## src/rtl/core/lpsc_pkg.sv

```systemverilog
// Shared types and constants for the length-prefixed to start-code converter.
package lpsc_pkg;

    // Parse phase of the front end.
    typedef enum logic [1:0] {
        PH_LEN   = 2'd0,
        PH_PAY   = 2'd1,
        PH_TRAIL = 2'd2
    } phase_t;

    // Work handed from the front end to the back end.
    typedef enum logic {
        CMD_START = 1'b0,
        CMD_DATA  = 1'b1
    } cmd_kind_t;

    typedef struct packed {
        cmd_kind_t  kind;
        logic [7:0] data;
    } cmd_t;

    // Configuration port.
    localparam int CFG_INDEX_W = 1;
    localparam int CFG_DATA_W  = 3;
    localparam logic [CFG_INDEX_W-1:0] REG_LENGTH_SIZE = 1'b0;
    localparam logic [CFG_INDEX_W-1:0] REG_KEYS_ONLY   = 1'b1;
    localparam logic [2:0] LEN_SIZE_RESET = 3'd4;

    // Start code 00 00 00 01.
    localparam logic [7:0] SC_ZERO_BYTE = 8'h00;
    localparam logic [7:0] SC_LAST_BYTE = 8'h01;
    localparam logic [1:0] SC_LAST_IDX  = 2'd3;

endpackage

```

## src/rtl/core/lpsc_front.sv

```systemverilog
// Front end: configuration registers, length prefix parsing and command generation.
module lpsc_front (
    input  logic                               clk,
    input  logic                               rst_n,
    input  logic                               cfg_write,
    input  logic [lpsc_pkg::CFG_INDEX_W-1:0]   cfg_index,
    input  logic [lpsc_pkg::CFG_DATA_W-1:0]    cfg_data,
    input  logic                               accept,
    input  logic [7:0]                         data_byte,
    input  logic [24:0]                        bytes_remaining,
    input  logic                               is_keyframe,
    output logic                               cmd_valid,
    output lpsc_pkg::cmd_t                     cmd
);
    import lpsc_pkg::*;

    logic [2:0]  length_size_reg;
    logic        keys_only_reg;
    phase_t      phase_reg, phase_next;
    logic [1:0]  prefix_seen_reg, prefix_seen_next;
    logic [31:0] unit_length_reg, unit_length_next;
    logic [31:0] payload_left_reg, payload_left_next;

    logic        last_byte;
    logic        room;
    logic        drop;
    logic [2:0]  lsz;
    logic        wide;
    logic        final_prefix;
    logic [31:0] unit_length_upd;

    // Configuration writes.
    always_ff @(posedge clk or negedge rst_n)
    begin
        if (!rst_n)
        begin
            length_size_reg <= LEN_SIZE_RESET;
            keys_only_reg   <= 1'b0;
        end
        else if (cfg_write)
        begin
            case (cfg_index)
                REG_LENGTH_SIZE: length_size_reg <= cfg_data;
                REG_KEYS_ONLY:   keys_only_reg   <= cfg_data[0];
                default:         ;
            endcase
        end
    end

    // Effective prefix size: out-of-range settings act as one byte.
    always_comb
    begin
        case (length_size_reg)
            3'd2:    lsz = 3'd2;
            3'd3:    lsz = 3'd3;
            3'd4:    lsz = 3'd4;
            default: lsz = 3'd1;
        endcase
    end

    // Classification of the incoming byte.
    assign wide         = (lsz == 3'd2) || (lsz == 3'd4);
    assign last_byte    = (bytes_remaining <= 25'd1);
    assign room         = (bytes_remaining > 25'd4);
    assign drop         = keys_only_reg && !is_keyframe;
    assign final_prefix = (({1'b0, prefix_seen_reg} + 3'd1) >= lsz);

    // Length assembly: big-endian for two and four byte prefixes, first byte otherwise.
    always_comb
    begin
        if (wide)
            unit_length_upd = {unit_length_reg[23:0], data_byte};
        else if (prefix_seen_reg == 2'd0)
            unit_length_upd = {24'd0, data_byte};
        else
            unit_length_upd = unit_length_reg;
    end

    // Next phase.
    always_comb
    begin
        phase_next = phase_reg;
        if (accept)
        begin
            if (!drop)
            begin
                case (phase_reg)
                    PH_LEN:
                    begin
                        if ((prefix_seen_reg == 2'd0) && !room)
                            phase_next = PH_TRAIL;
                        else if (final_prefix)
                            phase_next = (unit_length_upd != 32'd0) ? PH_PAY : PH_LEN;
                    end
                    PH_PAY:
                    begin
                        if (payload_left_reg == 32'd1)
                            phase_next = PH_LEN;
                    end
                    default: phase_next = phase_reg;
                endcase
            end
            if (last_byte)
                phase_next = PH_LEN;
        end
    end

    // Counters, length registers and the command toward the queue.
    always_comb
    begin
        prefix_seen_next  = prefix_seen_reg;
        unit_length_next  = unit_length_reg;
        payload_left_next = payload_left_reg;
        cmd_valid         = 1'b0;
        cmd.kind          = CMD_DATA;
        cmd.data          = data_byte;
        if (accept)
        begin
            if (!drop)
            begin
                case (phase_reg)
                    PH_LEN:
                    begin
                        if (!((prefix_seen_reg == 2'd0) && !room))
                        begin
                            if (final_prefix)
                            begin
                                cmd_valid         = 1'b1;
                                cmd.kind          = CMD_START;
                                payload_left_next = unit_length_upd;
                                unit_length_next  = 32'd0;
                                prefix_seen_next  = 2'd0;
                            end
                            else
                            begin
                                unit_length_next = unit_length_upd;
                                prefix_seen_next = prefix_seen_reg + 2'd1;
                            end
                        end
                    end
                    PH_PAY:
                    begin
                        cmd_valid         = 1'b1;
                        payload_left_next = payload_left_reg - 32'd1;
                    end
                    default: ;
                endcase
            end
            // Sample end returns everything to length reading.
            if (last_byte)
            begin
                prefix_seen_next  = 2'd0;
                unit_length_next  = 32'd0;
                payload_left_next = 32'd0;
            end
        end
    end

    // Parse state registers.
    always_ff @(posedge clk or negedge rst_n)
    begin
        if (!rst_n)
        begin
            phase_reg        <= PH_LEN;
            prefix_seen_reg  <= 2'd0;
            unit_length_reg  <= 32'd0;
            payload_left_reg <= 32'd0;
        end
        else
        begin
            phase_reg        <= phase_next;
            prefix_seen_reg  <= prefix_seen_next;
            unit_length_reg  <= unit_length_next;
            payload_left_reg <= payload_left_next;
        end
    end

endmodule

```

## src/rtl/core/lpsc_cmd_fifo.sv

```systemverilog
// Short command queue between the front end and the back end.
module lpsc_cmd_fifo #(
    parameter int DEPTH = 4
) (
    input  logic           clk,
    input  logic           rst_n,
    input  logic           wr_en,
    input  lpsc_pkg::cmd_t wr_cmd,
    input  logic           rd_en,
    output lpsc_pkg::cmd_t rd_cmd,
    output logic           not_empty,
    output logic           full
);
    import lpsc_pkg::*;

    localparam int PTR_W = (DEPTH > 1) ? $clog2(DEPTH) : 1;
    localparam int CNT_W = $clog2(DEPTH + 1);
    localparam logic [PTR_W-1:0] LAST_PTR = PTR_W'(DEPTH - 1);
    localparam logic [CNT_W-1:0] FULL_CNT = CNT_W'(DEPTH);

    cmd_t             mem [DEPTH];
    logic [PTR_W-1:0] wr_ptr_reg, wr_ptr_next;
    logic [PTR_W-1:0] rd_ptr_reg, rd_ptr_next;
    logic [CNT_W-1:0] count_reg, count_next;
    logic             do_wr;
    logic             do_rd;

    assign not_empty = (count_reg != '0);
    assign full      = (count_reg == FULL_CNT);
    assign do_wr     = wr_en && !full;
    assign do_rd     = rd_en && not_empty;
    assign rd_cmd    = mem[rd_ptr_reg];

    // Pointer and occupancy updates.
    always_comb
    begin
        wr_ptr_next = wr_ptr_reg;
        rd_ptr_next = rd_ptr_reg;
        count_next  = count_reg;
        if (do_wr)
            wr_ptr_next = (wr_ptr_reg == LAST_PTR) ? '0 : wr_ptr_reg + 1'b1;
        if (do_rd)
            rd_ptr_next = (rd_ptr_reg == LAST_PTR) ? '0 : rd_ptr_reg + 1'b1;
        if (do_wr && !do_rd)
            count_next = count_reg + 1'b1;
        else if (do_rd && !do_wr)
            count_next = count_reg - 1'b1;
    end

    always_ff @(posedge clk or negedge rst_n)
    begin
        if (!rst_n)
        begin
            wr_ptr_reg <= '0;
            rd_ptr_reg <= '0;
            count_reg  <= '0;
        end
        else
        begin
            wr_ptr_reg <= wr_ptr_next;
            rd_ptr_reg <= rd_ptr_next;
            count_reg  <= count_next;
        end
    end

    // Storage.
    always_ff @(posedge clk)
    begin
        if (do_wr)
            mem[wr_ptr_reg] <= wr_cmd;
    end

endmodule

```

## src/rtl/core/lpsc_back.sv

```systemverilog
// Back end: expands commands into output bytes held in an output register.
module lpsc_back (
    input  logic           clk,
    input  logic           rst_n,
    input  logic           head_valid,
    input  lpsc_pkg::cmd_t head,
    output logic           head_pop,
    input  logic           pop,
    output logic           empty,
    output logic [7:0]     out_byte,
    output logic           is_start_code,
    output logic           run_last
);
    import lpsc_pkg::*;

    logic       out_valid_reg, out_valid_next;
    logic [1:0] sc_idx_reg, sc_idx_next;
    logic [7:0] byte_reg, byte_next;
    logic       sc_reg, sc_next;
    logic       last_reg, last_next;
    logic       load;

    // The output register refills whenever it is free or being transferred.
    assign load = head_valid && (!out_valid_reg || pop);

    always_comb
    begin
        out_valid_next = out_valid_reg && !pop;
        sc_idx_next    = sc_idx_reg;
        byte_next      = byte_reg;
        sc_next        = sc_reg;
        last_next      = last_reg;
        head_pop       = 1'b0;
        if (load)
        begin
            out_valid_next = 1'b1;
            case (head.kind)
                CMD_START:
                begin
                    sc_next = 1'b1;
                    if (sc_idx_reg == SC_LAST_IDX)
                    begin
                        byte_next   = SC_LAST_BYTE;
                        last_next   = 1'b1;
                        sc_idx_next = 2'd0;
                        head_pop    = 1'b1;
                    end
                    else
                    begin
                        byte_next   = SC_ZERO_BYTE;
                        last_next   = 1'b0;
                        sc_idx_next = sc_idx_reg + 2'd1;
                    end
                end
                CMD_DATA:
                begin
                    byte_next = head.data;
                    sc_next   = 1'b0;
                    last_next = 1'b1;
                    head_pop  = 1'b1;
                end
                default: ;
            endcase
        end
    end

    always_ff @(posedge clk or negedge rst_n)
    begin
        if (!rst_n)
        begin
            out_valid_reg <= 1'b0;
            sc_idx_reg    <= 2'd0;
        end
        else
        begin
            out_valid_reg <= out_valid_next;
            sc_idx_reg    <= sc_idx_next;
        end
    end

    // Output payload.
    always_ff @(posedge clk)
    begin
        byte_reg <= byte_next;
        sc_reg   <= sc_next;
        last_reg <= last_next;
    end

    assign empty         = !out_valid_reg;
    assign out_byte      = byte_reg;
    assign is_start_code = sc_reg;
    assign run_last      = last_reg;

endmodule

```

## src/rtl/core/length_prefixed_to_start_code.sv

```systemverilog
// Top level of the length-prefixed (AVCC) to start-code (Annex B) converter.
// Path: a transferred byte passes through the command queue and then the output register.
// Throughput: one input byte and, while pop is high, one output byte per cycle; a start code is four
// output bytes, so input stalls only when the command queue fills behind the output.
// Reset: rst_n clears the parse state, queue and output register; length_size is 4,
// keys_only is 0, and no clearing pass is needed.
module length_prefixed_to_start_code #(
    parameter int CMD_DEPTH = 4
) (
    input  logic                              clk,
    input  logic                              rst_n,
    input  logic                              cfg_write,
    input  logic [lpsc_pkg::CFG_INDEX_W-1:0]  cfg_index,
    input  logic [lpsc_pkg::CFG_DATA_W-1:0]   cfg_data,
    input  logic                              push,
    output logic                              full,
    input  logic [7:0]                        data_byte,
    input  logic [24:0]                       bytes_remaining,
    input  logic                              is_keyframe,
    output logic                              empty,
    input  logic                              pop,
    output logic [7:0]                        out_byte,
    output logic                              is_start_code,
    output logic                              run_last
);
    import lpsc_pkg::*;

    logic accept;
    logic cmd_valid;
    cmd_t cmd;
    cmd_t head;
    logic head_valid;
    logic head_pop;

    assign accept = push && !full;

    // Parse and classify incoming bytes.
    lpsc_front u_front (
        .clk             (clk),
        .rst_n           (rst_n),
        .cfg_write       (cfg_write),
        .cfg_index       (cfg_index),
        .cfg_data        (cfg_data),
        .accept          (accept),
        .data_byte       (data_byte),
        .bytes_remaining (bytes_remaining),
        .is_keyframe     (is_keyframe),
        .cmd_valid       (cmd_valid),
        .cmd             (cmd)
    );

    // Decouple parsing from output expansion.
    lpsc_cmd_fifo #(
        .DEPTH (CMD_DEPTH)
    ) u_cmd_fifo (
        .clk       (clk),
        .rst_n     (rst_n),
        .wr_en     (cmd_valid),
        .wr_cmd    (cmd),
        .rd_en     (head_pop),
        .rd_cmd    (head),
        .not_empty (head_valid),
        .full      (full)
    );

    // Expand commands into output bytes.
    lpsc_back u_back (
        .clk           (clk),
        .rst_n         (rst_n),
        .head_valid    (head_valid),
        .head          (head),
        .head_pop      (head_pop),
        .pop           (pop),
        .empty         (empty),
        .out_byte      (out_byte),
        .is_start_code (is_start_code),
        .run_last      (run_last)
    );

endmodule

```

## config.mk

```make
export PLATFORM = sky130hd
export DESIGN_NAME = length_prefixed_to_start_code
export DESIGN_NICKNAME = d
export VERILOG_FILES = /design/src/rtl/core/lpsc_pkg.sv /design/src/rtl/core/lpsc_front.sv /design/src/rtl/core/lpsc_cmd_fifo.sv /design/src/rtl/core/lpsc_back.sv /design/src/rtl/core/length_prefixed_to_start_code.sv
export SDC_FILE = /design/constraint.sdc
export NUM_CORES = 1
export LEC_CHECK = 0
export BUFFER_PORTS_ARGS = -buffer_cell sky130_fd_sc_hd__buf_2
export CORE_AREA = 2 2 158 129
export DETAILED_ROUTE_END_ITERATION = 10
export DIE_AREA = 0 0 160 131
export GPL_ROUTABILITY_DRIVEN = 0
export PLACE_DENSITY = 0.58
export SYNTH_ARGS = -nofsm -noshare
export SYNTH_HDL_FRONTEND = slang
export SYNTH_SLANG_ARGS = --single-unit
export TNS_END_PERCENT = 20
```

## constraint.sdc

```tcl
create_clock -name clk -period 10.1 [get_ports clk]
set_input_delay 1.515 -clock clk [delete_from_list [all_inputs] [get_ports clk]]
set_output_delay 1.515 -clock clk [all_outputs]
set_load 0.02 [all_outputs]
```

Word-level counts from Yosys, hierarchy flattened --
Memories as Yosys holds them, arrays and structs flattened. Index checks and enable logic that the tools add are counted.
Operators by class: add/subtract/negate cells 8, $mul 0, div/mod/pow operators 0, order comparisons 3, equality and inequality tests 17, shift-type cells 0, mux-type cells 49, bitwise operators 2, reductions and logical operators 31
Operators with widths (count):
- $mux W32 | 11
- $pmux W32 S2 | 1
- $eq A32 B1 Y1 const B | 1
- $reduce_bool A32 Y1 | 1
- $sub A32 B1 Y32 const B | 1
- $mux W2 | 13
- $gt A25 B3 Y1 const B | 1
- $le A25 B1 Y1 const B | 1
- $mux W1 | 16
- $pmux W8 S2 | 1
- $reduce_and A5 Y1 | 2
- $eq A3 B2 Y1 const B | 3
- $eq A3 B3 Y1 const B | 3
- $logic_and A1 B1 Y1 | 9
- $pmux W3 S3 | 1
- $add A2 B1 Y2 const B | 4
- $logic_not A1 Y1 | 7
- $eq A2 B2 Y1 const B | 3
- $mux W3 | 2
- $ne A3 B1 Y1 const B | 2
- $pmux W1 S2 | 3
- $reduce_and A2 Y1 | 3
- $reduce_bool A3 Y1 | 2
- $logic_not A2 Y1 | 2
- other kinds (13) | 17
Word-level totals: register bits 92, latch bits 0, memory bits (writable) 36, bits in read-only memories 0, bits of input ports 43, memories 1
Memory list:
- u_cmd_fifo.mem | depth 4, width 9, read ports 1, clocked after Yosys merged registers in 0, wr ports 1, line lpsc_cmd_fifo.sv:21 | cmd_t mem [DEPTH];

Longest topological paths before layout --
depth after elaboration 13, depth in mapped cells 18

Hierarchy --
From an unflattened synthesis, not the netlist that was laid out.
Unflattened totals: cells, all modules 678, area total of the unflattened synthesis 7180.6 µm²
By module, submodules not included:
- lpsc_front | times used 1, cells an instance 560, area an instance 4859.7 µm², sequential area each 1803.0 µm²
- lpsc_cmd_fifo | times used 1, cells an instance 84, area an instance 1778.0 µm², sequential area each 1256.2 µm²
- lpsc_back | times used 1, cells an instance 33, area an instance 529.3 µm², sequential area each 375.4 µm²
- length_prefixed_to_start_code | times used 1, cells an instance 1, area an instance 13.8 µm², sequential area each 0.0 µm²

Worst setup path after synthesis --
Ideal clock, no wire load.
kind flip-flop to flip-flop, start reg u_front.length_size_reg[2], end reg u_cmd_fifo.count_reg[1], setup time 0.125 ns, arrival time 3.663 ns, required time 9.975 ns, path slack 6.313 ns, stages on the path, launching flop included 17, clock period less this slack 3.787 ns, cell sequence dfstp_2 xor2_1 and2_1 clkbuf_1 inv_1 clkbuf_1 ha_1 nand2b_1 a21o_1 a211oi_1 or3_1 inv_1 clkbuf_1 ha_1 inv_1 fa_1 mux2_2
On the way: elaborated cells on any way between the ends 16, classes of those cells order compare (1); eq/ne (3); mux (7); reduce/logical (5)
RTL lines:
- from (decl) | line lpsc_front.sv:17 | logic [2:0] length_size_reg;
- from (signal assigned) | line lpsc_front.sv:43 | REG_LENGTH_SIZE: length_size_reg <= cfg_data;
- $eq A3 B3 Y1 or $eq A3 B2 Y1 (tied branches) | line lpsc_front.sv:53 | case (length_size_reg)
- $pmux W3 S3 * | line lpsc_front.sv:53
- $ge A3 B3 Y1 * | line lpsc_front.sv:66 | assign final_prefix = (({1'b0, prefix_seen_reg} + 3'd1) >= lsz);
- $mux W1 * | line lpsc_front.sv:126 | if (final_prefix)
- $mux W1 * | line lpsc_front.sv:124 | if (!((prefix_seen_reg == 2'd0) && !room))
- $pmux W1 S2 * | line lpsc_front.sv:121 | case (phase_reg)
- $mux W1 * | line lpsc_front.sv:119 | if (!drop)
- $mux W1 * | line lpsc_front.sv:117 | if (accept)
- $logic_and A1 B1 Y1 * | line lpsc_cmd_fifo.sv:30 | assign do_wr = wr_en && !full;
- named net u_cmd_fifo.do_wr | line lpsc_cmd_fifo.sv:25 | logic do_wr;
- $logic_and A1 B1 Y1 * | line lpsc_cmd_fifo.sv:44 | if (do_wr && !do_rd)
- $mux W3 * | line lpsc_cmd_fifo.sv:44
- named net u_cmd_fifo.count_next[1] | line lpsc_cmd_fifo.sv:24 | logic [CNT_W-1:0] count_reg, count_next;
- to (signal assigned) | line lpsc_cmd_fifo.sv:62 | count_reg <= count_next;
- to (decl) | line lpsc_cmd_fifo.sv:24
The timed path passes the listed nets; every way through them passes the cells marked *. A chain may end at the register's enable or synchronous reset.

Worst setup path after layout --
start reg u_front.length_size_reg[2], end reg u_front.unit_length_reg[0]
On the way: longest elaborated chain between the ends 10, elaborated cells on any way between the ends 14, classes of those cells order compare (1); eq/ne (5); mux (7); reduce/logical (1)
Ends and longest elaborated chain:
- $eq A3 B3 Y1 or $eq A3 B2 Y1 (tied branches) | line lpsc_front.sv:53
- $pmux W3 S3 * | line lpsc_front.sv:53
- $eq A3 B2 Y1 or $eq A3 B3 Y1 (tied branches) | line lpsc_front.sv:62 | assign wide = (lsz == 3'd2) || (lsz == 3'd4);
- $logic_or A1 B1 Y1 | line lpsc_front.sv:62
- $mux W32 | line lpsc_front.sv:71 | if (wide)
- $mux W32 * | line lpsc_front.sv:126
- $mux W32 * | line lpsc_front.sv:124
- $mux W32 * | line lpsc_front.sv:121
- $mux W32 * | line lpsc_front.sv:119
- $mux W32 * | line lpsc_front.sv:150 | if (last_byte)
- to (signal assigned) | line lpsc_front.sv:173 | unit_length_reg <= unit_length_next;
- to (decl) | line lpsc_front.sv:21 | logic [31:0] unit_length_reg, unit_length_next;
Mark *: on every way between the ends. The rest lies on a longest branch, timed or not. The select of a mux whose other input is x is not followed.

==> impl_metrics.tcl <==
set metrics [dict create \
    dieWidth_um 160 \
    top_level_ports 55 \
    p_leak_nw 3.12 \
    antenna_left 0 \
    vias_per_cell 5.82 \
    whs_path_depth 1 \
    dr_total_vias 5414 \
    cp-start-kind "register" \
    required_ns 10.46 \
    p_sw_share_pct 37.0 \
    slew_headroom_pct 17.5 \
    fmax_mhz 190 \
    syn_nets 668 \
    r2r.worst_path.cells 10 \
    r2r_end "u_front.unit_length_reg[0]" \
    hold_viol_final 0 \
    ir_worst_vdd_uv 117 \
    startpoint "u_front.length_size_reg[2]" \
    power_mw 2.16 \
    synth-seq-area-share_pct 51.7 \
    largest_reg_flops 36 \
    num_antenna_cells 0 \
    std_cell_rows 46 \
    grt_first_pass_wirelength_um 29600 \
    grt_pass1_vias 5332 \
    cts_buffer_depth 2 \
    clockPowerShare_pct 30.3 \
    crit_path_top_delay_cell "o32ai_2" \
    start_util_pct 34.2 \
    final_common_cell "dfrtp_1" \
    p_int_mw 1.36 \
    cts_hold_buf 0 \
    pwr-share-seq_pct 39.8 \
    synth-edff-count 46 \
    cts.sinks 128 \
    wl_per_cell_um 19.4 \
    cp_slowest_stage_delay_ns 1.15 \
    worstSetupPathType "reg2reg" \
    share_comb_of_total_power_pct 29.9 \
    path_clk_slew_ns 0.06 \
    worst_clock_skew_ns 0.0116 \
    synth-seq-cells 128 \
    multi_input_area_sq_mm 0.00298 \
    drc 0 \
    switchingPower_uw 800 \
    final-max-slew-violation-count 0 \
    period_minus_slack_ns 5.27 \
    cts_max_level 4 \
    drtPass1Iterations 6 \
    cts_resized 0 \
    finalSetupViolCount 0 \
    insertion_delay_ns 0.43 \
    min-delay-start "u_cmd_fifo.count_reg[2]" \
    synth_top_cell_by_area "dfrtp_1" \
    end_kind "register" \
    grt_start_max_net_pins 83 \
    r2r_start "u_front.length_size_reg[2]" \
    crit_chain "xor2_1, and2_1, inv_1, ha_1, nand2b_1, a21o_1, a21o_1, nand4b_1, o32ai_2, a22o_1" \
    cp_max_fo 27 \
    cts_buffers 17 \
    fin_crit_sh_pct 52.2 \
    synth_top_area_share_pct 30.5 \
    final_cell_mix "dfrtp_1 (81), o21ai_0 (58), buf_2 (53)" \
    area_delta_synth_final_pct 17.0 \
    ys_warn_count 0 \
    min_to "u_cmd_fifo.count_reg[2]" \
    hpwlAfterDp_um 12400 \
    grt_use_total_pct 18.2 \
    nNetsFinal 712 \
    final.setup.tns_ns 0 \
    synth.area.top_cells "dfrtp_1 (30%), edfxtp_1 (21%), o21ai_0 (4.4%), a221o_1 (2.9%), mux4_2 (2.7%)" \
    hp-class "reg2reg" \
    critPathArrivalTime_ns 5.63 \
    post_cts.repair.setup_buffers 0 \
    crit_top_cell "a21o_1" \
    power_density_mw_per_mm2 278 \
    core-area_sq_mm 0.0195 \
    syn-mean-instance-area_sq_um 10.9 \
    gr-total-overflow 0 \
    fillers 1905 \
    syn_inst 610 \
    cts_tree "built" \
    portBuffers 54 \
    synthDistinctLibCells 64 \
    dieArea_sq_mm 0.0210 \
    syn_area_sq_mm 0.00665 \
    ff2ff_setup_slack_ns 4.83 \
    rsz0062_at_grt "false" \
    cts_root_buf "clkbuf_16" \
    drt-total-wl_um 18100 \
    drv_cap 0 \
    status "completed" \
    dr.first_iter.drc_count 571 \
    die_y_um 131 \
    regArea_sq_mm 0.00343 \
    dominantRegCellSynth "dfrtp_1" \
    antenna_found_initial 0 \
    layout-drive-gt1-share_pct 19.8 \
    worstMarginPinSlew_ns 1.24 \
    synth-async-reset-ratio_pct 64.1 \
]
-- synth_stat cells, types with 3 or more instances --
library cell and instances:
dfrtp_1 81, o21ai_0 58, edfxtp_1 46, nand2_1 45
a21oi_1 26, clkbuf_1 25, inv_1 25, nor2_1 25
and3_1 22, nor4_1 21, a221o_1 19, a22o_1 18
nor3_1 16, ha_1 14, nand3_1 14, or4_1 11
mux2_2 10, nor2b_1 10, mux4_2 8, or3_1 8
o211ai_1 7, o311a_1 7, and2_1 6, mux2i_1 5
nand2b_1 5, nand4_1 5, o211a_1 5, a221oi_1 4
a31oi_1 4, a32oi_1 4, o22ai_1 4, a22oi_1 3
buf_1 3, nor4_2 3, xor2_1 3
-- critical path: cells and delay by family, from the launching register on --
kind	cells	cell delay, ns
compound gates	4	1.80
xor+xnor	1	0.30
fa+ha+maj	1	0.41
buf+inv	1	0.50
flops	1	0.56
simple gates	3	1.62
-- worst max path at each step --
stage	to	slack, ns	cells after the start
finish	u_front.unit_length_reg[0]	4.83	10
global route	u_front.unit_length_reg[1]	4.34	10
CTS	u_front.unit_length_reg[1]	4.96	10
detailed placement	u_front.unit_length_reg[5]	4.97	10
global placement	u_front.unit_length_reg[2]	5.19	10
floorplan	u_cmd_fifo.count_reg[1]	6.31	16
-- metrics by stage --
| step | utilization, % | cells | area [sq um] | worst slack [ns] | hold slack [ns] |
|---|---|---|---|---|---|
| detailed placement | 36.8 | 899 | 7150 | 4.97 | 0.477 |
| global route | 40.0 | 931 | 7770 | 4.34 | 0.501 |
| CTS | 39.9 | 931 | 7770 | 4.96 | 0.487 |
| global placement | 36.8 | 899 | 7150 | 5.19 | 0.471 |
| finish | 40.0 | 931 | 7770 | 4.83 | 0.482 |
| floorplan | - | 610 | 6650 | 6.31 | 0.456 |
-- layer usage --
layer | wire length (um) | share of wire (%) | vias up | track usage (%)
met5 | 0 | 0 | - | 0
met3 | 1390 | 7.7 | 30 | 3.88
met4 | 378 | 2.1 | 0 | 7.74
met2 | 7850 | 43 | 232 | 27.0
met1 | 8490 | 47 | 2704 | 25.9
li1 | - | - | 2448 | -
-- cells by family (layout without fill, tap and decap cells) --
group                      Yosys count  after routing  share of synthesized area (%)
AOI/OAI and AO/OA                  172            172                           18.0
xor gates and xnor gates             5              5                          0.659
adders and majority gates           15             15                           2.94
buffers and inverters               60            117                           3.78
DFF                                128            128                           51.7
muxes                               23             23                           5.16
and+or+nand+nor                    207            207                           17.7
-- power groups by stage --
stage	clock network (mW)	registers (mW)	logic, mW
floorplan	0	0.819	0.492
global placement	0	0.855	0.619
detailed placement	0	0.866	0.643
CTS	0.661	0.858	0.644
global route	0.683	0.882	0.715
finish	0.655	0.862	0.647
-- cell type report --
type | count | share of cell area (%)
Inverter | 25 | 1.21
Clock inverter | 15 | 2.48
Multi-Input combinational cell | 422 | 38.3
Sequential cell | 128 | 44.2
Tap cell | 264 | 4.25
Timing Repair Buffer | 60 | 4.09
Clock buffer | 17 | 5.47
Note: power is estimated with default switching activity, not from simulation.
